$ cat config.mk
export PLATFORM = sky130hd
export DESIGN_NAME = des_round_function_top
export DESIGN_NICKNAME = d
export VERILOG_FILES = /design/src/hdl/desrf_pkg.sv /design/src/hdl/desrf_mix.sv /design/src/hdl/desrf_sbox.sv /design/src/hdl/desrf_perm.sv /design/src/hdl/des_round_function_top.sv
export VERILOG_INCLUDE_DIRS = /design/src /design/src/hdl
export SDC_FILE = /design/constraint.sdc
export NUM_CORES = 1
export LEC_CHECK = 0
export BUFFER_PORTS_ARGS = -buffer_cell sky130_fd_sc_hd__buf_2
export CORE_AREA = 2 2 120 122
export CTS_BUF_LIST = sky130_fd_sc_hd__clkbuf_2 sky130_fd_sc_hd__clkbuf_4 sky130_fd_sc_hd__clkbuf_8
export CTS_CLUSTER_DIAMETER = 60
export CTS_CLUSTER_SIZE = 24
export DETAILED_ROUTE_END_ITERATION = 10
export DIE_AREA = 0 0 122 124
export PLACE_DENSITY = 0.86
export SYNTH_ARGS = -nofsm -noshare
export SYNTH_HDL_FRONTEND = slang
export SYNTH_SLANG_ARGS = --single-unit
export TNS_END_PERCENT = 10
$ cat constraint.sdc
create_clock -name clk -period 2.9 [get_ports clk]
set_input_delay 0 -clock clk [delete_from_list [all_inputs] [get_ports clk]]
set_output_delay 0 -clock clk [all_outputs]
set_load 0.02 [all_outputs]
$ cat src/hdl/des_round_function_top_assert.svh
`ifndef DES_ROUND_FUNCTION_TOP_ASSERT_SVH
`define DES_ROUND_FUNCTION_TOP_ASSERT_SVH

// same-cycle implication, checked on rising clk outside reset
`define DRF_ASSERT_IMP(lbl, ante, cons, msg) \
  lbl: assert property (@(posedge clk) disable iff (!rst_n) (ante) |-> cons) \
    else $error(msg);

// next-cycle implication, checked on rising clk outside reset
`define DRF_ASSERT_NXT(lbl, ante, cons, msg) \
  lbl: assert property (@(posedge clk) disable iff (!rst_n) (ante) |=> cons) \
    else $error(msg);

`endif

$ cat src/hdl/desrf_pkg.sv
package desrf_pkg;

  localparam int HalfW = 32;
  localparam int KeyW  = 48;
  localparam int NumSbox = 8;
  localparam int SboxDepth = 64;

  typedef logic [HalfW-1:0] half_t;
  typedef logic [KeyW-1:0]  key_t;

  // 1-based positions, position 1 is the msb
  localparam logic [5:0] ETab [KeyW] = '{
    6'd32, 6'd1,  6'd2,  6'd3,  6'd4,  6'd5,  6'd4,  6'd5,  6'd6,  6'd7,  6'd8,  6'd9,
    6'd8,  6'd9,  6'd10, 6'd11, 6'd12, 6'd13, 6'd12, 6'd13, 6'd14, 6'd15, 6'd16, 6'd17,
    6'd16, 6'd17, 6'd18, 6'd19, 6'd20, 6'd21, 6'd20, 6'd21, 6'd22, 6'd23, 6'd24, 6'd25,
    6'd24, 6'd25, 6'd26, 6'd27, 6'd28, 6'd29, 6'd28, 6'd29, 6'd30, 6'd31, 6'd32, 6'd1
  };

  localparam logic [5:0] PTab [HalfW] = '{
    6'd16, 6'd7,  6'd20, 6'd21, 6'd29, 6'd12, 6'd28, 6'd17,
    6'd1,  6'd15, 6'd23, 6'd26, 6'd5,  6'd18, 6'd31, 6'd10,
    6'd2,  6'd8,  6'd24, 6'd14, 6'd32, 6'd27, 6'd3,  6'd9,
    6'd19, 6'd13, 6'd30, 6'd6,  6'd22, 6'd11, 6'd4,  6'd25
  };

  localparam logic [3:0] STab [NumSbox][SboxDepth] = '{
    '{4'd14, 4'd4,  4'd13, 4'd1,  4'd2,  4'd15, 4'd11, 4'd8,
      4'd3,  4'd10, 4'd6,  4'd12, 4'd5,  4'd9,  4'd0,  4'd7,
      4'd0,  4'd15, 4'd7,  4'd4,  4'd14, 4'd2,  4'd13, 4'd1,
      4'd10, 4'd6,  4'd12, 4'd11, 4'd9,  4'd5,  4'd3,  4'd8,
      4'd4,  4'd1,  4'd14, 4'd8,  4'd13, 4'd6,  4'd2,  4'd11,
      4'd15, 4'd12, 4'd9,  4'd7,  4'd3,  4'd10, 4'd5,  4'd0,
      4'd15, 4'd12, 4'd8,  4'd2,  4'd4,  4'd9,  4'd1,  4'd7,
      4'd5,  4'd11, 4'd3,  4'd14, 4'd10, 4'd0,  4'd6,  4'd13},
    '{4'd15, 4'd1,  4'd8,  4'd14, 4'd6,  4'd11, 4'd3,  4'd4,
      4'd9,  4'd7,  4'd2,  4'd13, 4'd12, 4'd0,  4'd5,  4'd10,
      4'd3,  4'd13, 4'd4,  4'd7,  4'd15, 4'd2,  4'd8,  4'd14,
      4'd12, 4'd0,  4'd1,  4'd10, 4'd6,  4'd9,  4'd11, 4'd5,
      4'd0,  4'd14, 4'd7,  4'd11, 4'd10, 4'd4,  4'd13, 4'd1,
      4'd5,  4'd8,  4'd12, 4'd6,  4'd9,  4'd3,  4'd2,  4'd15,
      4'd13, 4'd8,  4'd10, 4'd1,  4'd3,  4'd15, 4'd4,  4'd2,
      4'd11, 4'd6,  4'd7,  4'd12, 4'd0,  4'd5,  4'd14, 4'd9},
    '{4'd10, 4'd0,  4'd9,  4'd14, 4'd6,  4'd3,  4'd15, 4'd5,
      4'd1,  4'd13, 4'd12, 4'd7,  4'd11, 4'd4,  4'd2,  4'd8,
      4'd13, 4'd7,  4'd0,  4'd9,  4'd3,  4'd4,  4'd6,  4'd10,
      4'd2,  4'd8,  4'd5,  4'd14, 4'd12, 4'd11, 4'd15, 4'd1,
      4'd13, 4'd6,  4'd4,  4'd9,  4'd8,  4'd15, 4'd3,  4'd0,
      4'd11, 4'd1,  4'd2,  4'd12, 4'd5,  4'd10, 4'd14, 4'd7,
      4'd1,  4'd10, 4'd13, 4'd0,  4'd6,  4'd9,  4'd8,  4'd7,
      4'd4,  4'd15, 4'd14, 4'd3,  4'd11, 4'd5,  4'd2,  4'd12},
    '{4'd7,  4'd13, 4'd14, 4'd3,  4'd0,  4'd6,  4'd9,  4'd10,
      4'd1,  4'd2,  4'd8,  4'd5,  4'd11, 4'd12, 4'd4,  4'd15,
      4'd13, 4'd8,  4'd11, 4'd5,  4'd6,  4'd15, 4'd0,  4'd3,
      4'd4,  4'd7,  4'd2,  4'd12, 4'd1,  4'd10, 4'd14, 4'd9,
      4'd10, 4'd6,  4'd9,  4'd0,  4'd12, 4'd11, 4'd7,  4'd13,
      4'd15, 4'd1,  4'd3,  4'd14, 4'd5,  4'd2,  4'd8,  4'd4,
      4'd3,  4'd15, 4'd0,  4'd6,  4'd10, 4'd1,  4'd13, 4'd8,
      4'd9,  4'd4,  4'd5,  4'd11, 4'd12, 4'd7,  4'd2,  4'd14},
    '{4'd2,  4'd12, 4'd4,  4'd1,  4'd7,  4'd10, 4'd11, 4'd6,
      4'd8,  4'd5,  4'd3,  4'd15, 4'd13, 4'd0,  4'd14, 4'd9,
      4'd14, 4'd11, 4'd2,  4'd12, 4'd4,  4'd7,  4'd13, 4'd1,
      4'd5,  4'd0,  4'd15, 4'd10, 4'd3,  4'd9,  4'd8,  4'd6,
      4'd4,  4'd2,  4'd1,  4'd11, 4'd10, 4'd13, 4'd7,  4'd8,
      4'd15, 4'd9,  4'd12, 4'd5,  4'd6,  4'd3,  4'd0,  4'd14,
      4'd11, 4'd8,  4'd12, 4'd7,  4'd1,  4'd14, 4'd2,  4'd13,
      4'd6,  4'd15, 4'd0,  4'd9,  4'd10, 4'd4,  4'd5,  4'd3},
    '{4'd12, 4'd1,  4'd10, 4'd15, 4'd9,  4'd2,  4'd6,  4'd8,
      4'd0,  4'd13, 4'd3,  4'd4,  4'd14, 4'd7,  4'd5,  4'd11,
      4'd10, 4'd15, 4'd4,  4'd2,  4'd7,  4'd12, 4'd9,  4'd5,
      4'd6,  4'd1,  4'd13, 4'd14, 4'd0,  4'd11, 4'd3,  4'd8,
      4'd9,  4'd14, 4'd15, 4'd5,  4'd2,  4'd8,  4'd12, 4'd3,
      4'd7,  4'd0,  4'd4,  4'd10, 4'd1,  4'd13, 4'd11, 4'd6,
      4'd4,  4'd3,  4'd2,  4'd12, 4'd9,  4'd5,  4'd15, 4'd10,
      4'd11, 4'd14, 4'd1,  4'd7,  4'd6,  4'd0,  4'd8,  4'd13},
    '{4'd4,  4'd11, 4'd2,  4'd14, 4'd15, 4'd0,  4'd8,  4'd13,
      4'd3,  4'd12, 4'd9,  4'd7,  4'd5,  4'd10, 4'd6,  4'd1,
      4'd13, 4'd0,  4'd11, 4'd7,  4'd4,  4'd9,  4'd1,  4'd10,
      4'd14, 4'd3,  4'd5,  4'd12, 4'd2,  4'd15, 4'd8,  4'd6,
      4'd1,  4'd4,  4'd11, 4'd13, 4'd12, 4'd3,  4'd7,  4'd14,
      4'd10, 4'd15, 4'd6,  4'd8,  4'd0,  4'd5,  4'd9,  4'd2,
      4'd6,  4'd11, 4'd13, 4'd8,  4'd1,  4'd4,  4'd10, 4'd7,
      4'd9,  4'd5,  4'd0,  4'd15, 4'd14, 4'd2,  4'd3,  4'd12},
    '{4'd13, 4'd2,  4'd8,  4'd4,  4'd6,  4'd15, 4'd11, 4'd1,
      4'd10, 4'd9,  4'd3,  4'd14, 4'd5,  4'd0,  4'd12, 4'd7,
      4'd1,  4'd15, 4'd13, 4'd8,  4'd10, 4'd3,  4'd7,  4'd4,
      4'd12, 4'd5,  4'd6,  4'd11, 4'd0,  4'd14, 4'd9,  4'd2,
      4'd7,  4'd11, 4'd4,  4'd1,  4'd9,  4'd12, 4'd14, 4'd2,
      4'd0,  4'd6,  4'd10, 4'd13, 4'd15, 4'd3,  4'd5,  4'd8,
      4'd2,  4'd1,  4'd14, 4'd7,  4'd4,  4'd10, 4'd8,  4'd13,
      4'd15, 4'd12, 4'd9,  4'd0,  4'd3,  4'd5,  4'd6,  4'd11}
  };

  function automatic key_t expand(input half_t half);
    key_t wide;
    logic [4:0] src;
    for (int k = 0; k < KeyW; k++) begin
      src = 5'(6'd32 - ETab[k]);
      wide[KeyW-1-k] = half[src];
    end
    return wide;
  endfunction

  function automatic half_t substitute(input key_t mixed);
    half_t word;
    logic [5:0] six;
    for (int g = 0; g < NumSbox; g++) begin
      six = mixed[KeyW-1-6*g -: 6];
      word[HalfW-1-4*g -: 4] = STab[g][{six[5], six[0], six[4:1]}];
    end
    return word;
  endfunction

  function automatic half_t permute(input half_t word);
    half_t res;
    logic [4:0] src;
    for (int k = 0; k < HalfW; k++) begin
      src = 5'(6'd32 - PTab[k]);
      res[HalfW-1-k] = word[src];
    end
    return res;
  endfunction

endpackage

$ cat src/hdl/desrf_mix.sv
module desrf_mix
  import desrf_pkg::*;
(
  input  logic  clk,
  input  logic  rst_n,
  input  logic  vld_i,
  input  half_t half_i,
  input  key_t  key_i,
  output logic  vld_o,
  output key_t  mixed_o
);

  logic vld_r;
  key_t mixed_r;

  always_ff @(posedge clk) begin
    if (!rst_n) begin
      vld_r <= 1'b0;
    end else begin
      vld_r <= vld_i;
    end
  end

  always_ff @(posedge clk) begin
    mixed_r <= expand(half_i) ^ key_i;
  end

  assign vld_o   = vld_r;
  assign mixed_o = mixed_r;

endmodule

$ cat src/hdl/desrf_sbox.sv
module desrf_sbox
  import desrf_pkg::*;
(
  input  logic  clk,
  input  logic  rst_n,
  input  logic  vld_i,
  input  key_t  mixed_i,
  output logic  vld_o,
  output half_t word_o
);

  logic  vld_r;
  half_t word_r;

  always_ff @(posedge clk) begin
    if (!rst_n) begin
      vld_r <= 1'b0;
    end else begin
      vld_r <= vld_i;
    end
  end

  always_ff @(posedge clk) begin
    word_r <= substitute(mixed_i);
  end

  assign vld_o  = vld_r;
  assign word_o = word_r;

endmodule

$ cat src/hdl/desrf_perm.sv
module desrf_perm
  import desrf_pkg::*;
(
  input  logic  clk,
  input  logic  rst_n,
  input  logic  vld_i,
  input  half_t word_i,
  output logic  vld_o,
  output half_t res_o
);

  logic  vld_r;
  half_t res_r;

  always_ff @(posedge clk) begin
    if (!rst_n) begin
      vld_r <= 1'b0;
    end else begin
      vld_r <= vld_i;
    end
  end

  always_ff @(posedge clk) begin
    res_r <= permute(word_i);
  end

  assign vld_o = vld_r;
  assign res_o = res_r;

endmodule

$ cat src/hdl/des_round_function_top.sv
// channel  | ports                             | handshake
// ---------+-----------------------------------+----------------------------------
// input    | in_right_half, in_round_key       | start high while busy low
// result   | out_f_result                      | out_valid strobe, one cycle
//
// Three register stages: expand and key mix, S-box lookup, P permutation.
// An item may start in every cycle with busy low; result strobes from P register.
// busy is high only during reset and the cycle after; the pipeline never stalls.
// Reset is synchronous, active low, and drops all items in flight.
`include "des_round_function_top_assert.svh"

module des_round_function_top
  import desrf_pkg::*;
(
  input  logic                clk,
  input  logic                rst_n,
  input  logic                start,
  output logic                busy,
  input  logic [HalfW-1:0]    in_right_half,
  input  logic [KeyW-1:0]     in_round_key,
  output logic                out_valid,
  output logic [HalfW-1:0]    out_f_result
);

  logic  busy_r;
  logic  busy_nxt;
  logic  accept;
  logic  s1_vld;
  key_t  s1_mixed;
  logic  s2_vld;
  half_t s2_word;

  assign busy_nxt = 1'b0;
  assign accept   = start && !busy_r;
  assign busy     = busy_r;

  always_ff @(posedge clk) begin
    if (!rst_n) begin
      busy_r <= 1'b1;
    end else begin
      busy_r <= busy_nxt;
    end
  end

  desrf_mix u_mix (
    .clk     (clk),
    .rst_n   (rst_n),
    .vld_i   (accept),
    .half_i  (in_right_half),
    .key_i   (in_round_key),
    .vld_o   (s1_vld),
    .mixed_o (s1_mixed)
  );

  desrf_sbox u_sbox (
    .clk     (clk),
    .rst_n   (rst_n),
    .vld_i   (s1_vld),
    .mixed_i (s1_mixed),
    .vld_o   (s2_vld),
    .word_o  (s2_word)
  );

  desrf_perm u_perm (
    .clk    (clk),
    .rst_n  (rst_n),
    .vld_i  (s2_vld),
    .word_i (s2_word),
    .vld_o  (out_valid),
    .res_o  (out_f_result)
  );

  `DRF_ASSERT_IMP(a_accept_to_out, accept, ##3 out_valid, "accepted item missing at output")
  `DRF_ASSERT_IMP(a_out_has_src, out_valid, $past(accept, 3), "result without accepted item")
  `DRF_ASSERT_NXT(a_s1_to_s2, s1_vld, s2_vld, "item lost between mix and sbox")

endmodule
# Word level (Yosys, flattened, before mapping)
# Memory sizes are Yosys's and may differ from the RTL's. A register that Yosys moved wholly into a read port is not among the register bits.
# Cells that the tools add are included.
# totals
ff_bits	84
mem_bits_ro	2048
input_bits	83
output_inout_bits	34
wordCells	26
mem_count	8
# memory_table
name	words	word_bits	read_ports	rd_clocked_by_memory_dff	write_ports	line	rtl
(no name shown)	64	4	1	1	0	desrf_pkg.sv:108	word[HalfW-1-4*g -: 4] = STab[g][{six[5], six[0], six[4:1]}];
(no name shown)	64	4	1	1	0	desrf_pkg.sv:108	
(no name shown)	64	4	1	1	0	desrf_pkg.sv:108	
(no name shown)	64	4	1	1	0	desrf_pkg.sv:108	
(no name shown)	64	4	1	1	0	desrf_pkg.sv:108	
(no name shown)	64	4	1	1	0	desrf_pkg.sv:108	
2 more memories	-	-	-	-	-	-	
# classes
muxes	1
bitwise	9
n_reduce_logical	2
# op_table
op	count
$not 6->7	8
$xor 48x48->48	1
$logic_and 1x1->1	1
$logic_not 1->1	1
$mux 1	1

# Logic depth before layout (Yosys ltp)
# depth
word_depth	2
depth_mapped	9
depth_no_buf	7

# Modules after synthesis
# Synthesis repeated with hierarchy kept, for this count alone.
# unflattened
cells_unflattened	817
hier_area_um2	7598.5
# modules_own_cells
module	instances	cells_per_inst	area_each_um2	seq_area_each_um2
desrf_sbox	1	682	5486.5	660.6
desrf_mix	1	98	1407.6	980.9
desrf_perm	1	34	666.9	660.6
des_round_function_top	1	3	37.5	20.0

# Worst setup path before layout
# OpenSTA, ideal clock, no wires.
# synth_path
kind	register -> register
startpoint	register u_mix.mixed_r[37], in the netlist u_mix.mixed_o[37]
endpoint	register u_sbox.word_r[24], in the netlist u_sbox.word_o[24]
setup_ns	0.095
arrival_ns	2.041
required_time_ns	2.805
path_slack_ns	0.763
stages_incl_launch_ff	9
n_path_buf	2
synth_period_minus_slack_ns	2.137
path_cell_list	dfxtp_1 > clkbuf_1 > inv_1 > ha_1 > buf_2 > inv_2 > mux4_2 > or3_1 > o311ai_1
# synth_via
elab_chain_len	1
# synth_lines
element	line	rtl
from (decl)	desrf_mix.sv:14	key_t mixed_r;
from (signal assigned)	desrf_mix.sv:25	mixed_r <= expand(half_i) ^ key_i;
$not 6->7 (not written as such)	desrf_pkg.sv:108	
to (decl)	desrf_sbox.sv:13	half_t word_r;
# Every way passes these cells.
# A chain may end at the register's enable or synchronous reset.

# Final worst setup path
# layout_path
startpoint	register u_mix.mixed_r[20], in the netlist u_mix.mixed_o[20]
endpoint	register u_sbox.word_r[12], in the netlist u_sbox.word_o[12]
# Same word-level chain as after synthesis.

==> flow_summary.yaml <==
status:
  status: "finished clean"
timing:
  relSlewSlack_pct: 41.39
  fin_crit_sh_pct: 83.19
  clock_skew_ns: 0.01094
  hold_ws_ns: 0.2705
  maxSlewViolCount: 0
  rsz0062_at_grt: "no"
  worst_pin_slew_ns: 0.8779
  setup_viol: 0
  hold_violations: 0
  fin_crit_ns: 2.413
  setup_tns_ns: 0
  setup_ws_ns: 0.4875
  fmax_mhz: 414.5
global_routing:
  grt.met1_usage_pct: 27.52
  gr-usage-met2_pct: 43.51
  grt_usage_pct: 24.22
  grt-busiest-layer: "met2"
  overflow: 0
  grt_use_met3_pct: 5.632
  grt_max_degree: 31
  antenna_found_initial: 1
  first_global_vias: 6504
  grt_pass1_wl_um: 29380
synth:
  synth.top_cell.area_share_pct: 31.36
  ys_warn_count: 0
  synthArstFlopShare_pct: 0
  synth-edff-count: 0
  post-synth-top-count-cell: "dfxtp_1"
  yosysTopAreaCell: "dfxtp_1"
  syn-num-nets: 1021
  yosysSeqAreaShare_pct: 31.36
  postSynthAreaPerCell_um2: 8.464
  netlist_top_cells_area: "dfxtp_1 31%, ha_1 11%, xor2_1 6.6%"
  postSynthCellCount: 875
  yosysUniqueCellTypes: 68
  ys_seq_elements: 116
  synth_area_um2: 7406
  synth_common_cells: "116 x dfxtp_1, 72 x a21oi_1, 70 x nor2_1, 63 x ha_1, 56 x xor2_1"
  synth-main-ff-cell: "dfxtp_1"
placement:
  place_ws_ns: 0.5563
  io_buffers: 116
  place_area_um2: 7910
  dp_hpwl_um: 11130
  gp_congestion: 0.9115
setup_path:
  cp.required_ns: 3.22
  cp_slowest_cell: "dfxtp_1"
  path_delay_family: "flip-flops"
  cp-start-kind: "flip-flop"
  crit_buf_inv: 1
  worstPathArrival_ns: 2.74
  critical_path_peak_fanout: 14
  critical_path.cell_chain: "inv_1 -> ha_1 -> nand2b_1 -> o21ai_1 -> mux4_2 -> nor2_1 -> a21oi_1"
  slowest_delay_ns: 0.64
  crit_type: "flip-flop to flip-flop"
  critPathCaptureType: "flip-flop"
cts:
  clockBufferDepth: 2
  ctsHtreeMaxLevel: 4
  cts_tree: "built"
  cts_root_buf: "clkbuf_8"
  post_cts_buffers: 0
  clk_pin_slew_ns: 0.08
  cts-resized-gates: 0
  cts_buffers: 17
  clkLatencyLatePin_ns: 0.45
  cts_hold_buf: 98
  cts_sinks: 116
job:
  max_cap_violations: 0
pwr:
  powerDensity_nw_per_um2: 609.2
  leakagePower_nw: 4.055
  power_mw: 5.692
  max-vdd-ir-drop_v: 0.0003585
route:
  wl_per_cell_um: 14.70
  drt-total-wl_um: 18220
  drcViolationCount: 0
  via_count: 7012
  vias_per_cell: 5.655
  dr.pass1.iters: 7
  postRouteAntennaNets: 0
  drt_iter0_drc: 636
floorplan:
  initial_core_util_pct: 53.98
  core_um2: 13720
  die_h_um: 124
  dieWidth_um: 122
  placementRows: 43
  io_pins: 117
  die_area_um2: 15130
layout:
  final_cell_area_um2: 9344
  layout.nets: 1192
  syn2layout_area_growth_pct: 26.17
  drive_gt1_share_pct: 16.62
min_path:
  hp-class: "input pin to flip-flop"
-- worst reg2reg max path, delay by kind of cell, from the launching register on --
family / cells / cell delay (ns)
multiplexers: 1 / 0.47
adder cells (fa/ha/maj): 1 / 0.48
flip-flops: 1 / 0.64
AO/OA/AOI/OAI: 2 / 0.16
AND/OR/NAND/NOR: 2 / 0.31
buffers and inverters: 1 / 0.23
-- cell usage in the layout (no fill, tap or decap), drive strengths merged, types with 7 or more instances in the layout --
master / netlist / final
nor2b: 13 / 13
o21ai: 66 / 66
nor2: 71 / 71
dlygate4sd3: 0 / 98
xor2: 56 / 56
o311ai: 7 / 7
xnor2: 11 / 11
mux4: 10 / 10
o211ai: 13 / 13
inv: 45 / 47
nand3: 18 / 18
a311oi: 7 / 7
dfxtp: 116 / 116
a221oi: 8 / 8
ha: 63 / 63
a31oi: 16 / 16
nand2b: 22 / 22
a211oi: 17 / 17
buf: 42 / 121
nor3: 13 / 13
mux2i: 16 / 16
a21oi: 72 / 72
nand2: 54 / 54
clkbuf: 25 / 18
-- flip-flops by register name (all words and copies together), names as in the netlist --
register	cells
u_mix.mixed_o	48
u_sbox.word_o	32
u_perm.vld_o	1
u_sbox.vld_o	1
u_mix.vld_o	1
u_perm.res_o	32
busy	1
-- cell families (layout without fill, tap and decap cells) --
group	count (synthesis)	in the layout	synth area share, %
multiplexers	31	31	6.014
AND/OR/NAND/NOR	219	219	14.04
adder cells (fa/ha/maj)	63	63	10.64
buffers and inverters	112	296	6.859
flip-flops	116	116	31.36
XOR/XNOR	67	67	7.924
other	0	1	0
AO/OA/AOI/OAI	267	267	23.16
-- path summary, 6_finish.rpt --
check,startpoint,end,slack [ns],depth (start not counted)
hold / removal,in_round_key[33],u_mix.mixed_o[33]$_DFF_P_,0.27,3
setup / recovery,u_mix.mixed_o[20]$_DFF_P_,u_sbox.word_o[12]$_DFF_P_,0.49,7
setup reg to reg,u_mix.mixed_o[20]$_DFF_P_,u_sbox.word_o[12]$_DFF_P_,0.49,7
hold reg to reg,u_sbox.word_o[26]$_DFF_P_,u_perm.res_o[4]$_DFF_P_,0.33,0
-- where the power goes --
part / switching, mW / internal, mW / total (mW)
clock: 0.714 / 0.968 / 1.68
combinational: 0.912 / 0.831 / 1.74
sequential: 0.346 / 1.92 / 2.27
-- area by class of cell --
class,count,area (µm²)
multi-input combinational,647,4576
fill,1069,4375
sequential,116,2322
timing repair buffer,219,1599
clock buffer,18,247.7
tap,180,225.2
clock inverter,14,202.7
inverter,45,168.9
antenna,1,2.502
-- stage by stage --
stage	instances	util, %
2_1_floorplan	875	-
4_1_cts	1239	68.09
6_report	1240	68.11
3_5_place_dp	1109	57.66
3_3_place_gp	1109	57.66
5_1_grt	1240	68.11
-- per-layer routing --
metal / routed length [µm] / part of all wire (%)
met5: 0 / 0
met4: 465 / 2.6
met3: 989 / 5.4
met2: 9336 / 51
met1: 7433 / 41
No activity file was read; power rests on OpenSTA's default activity.
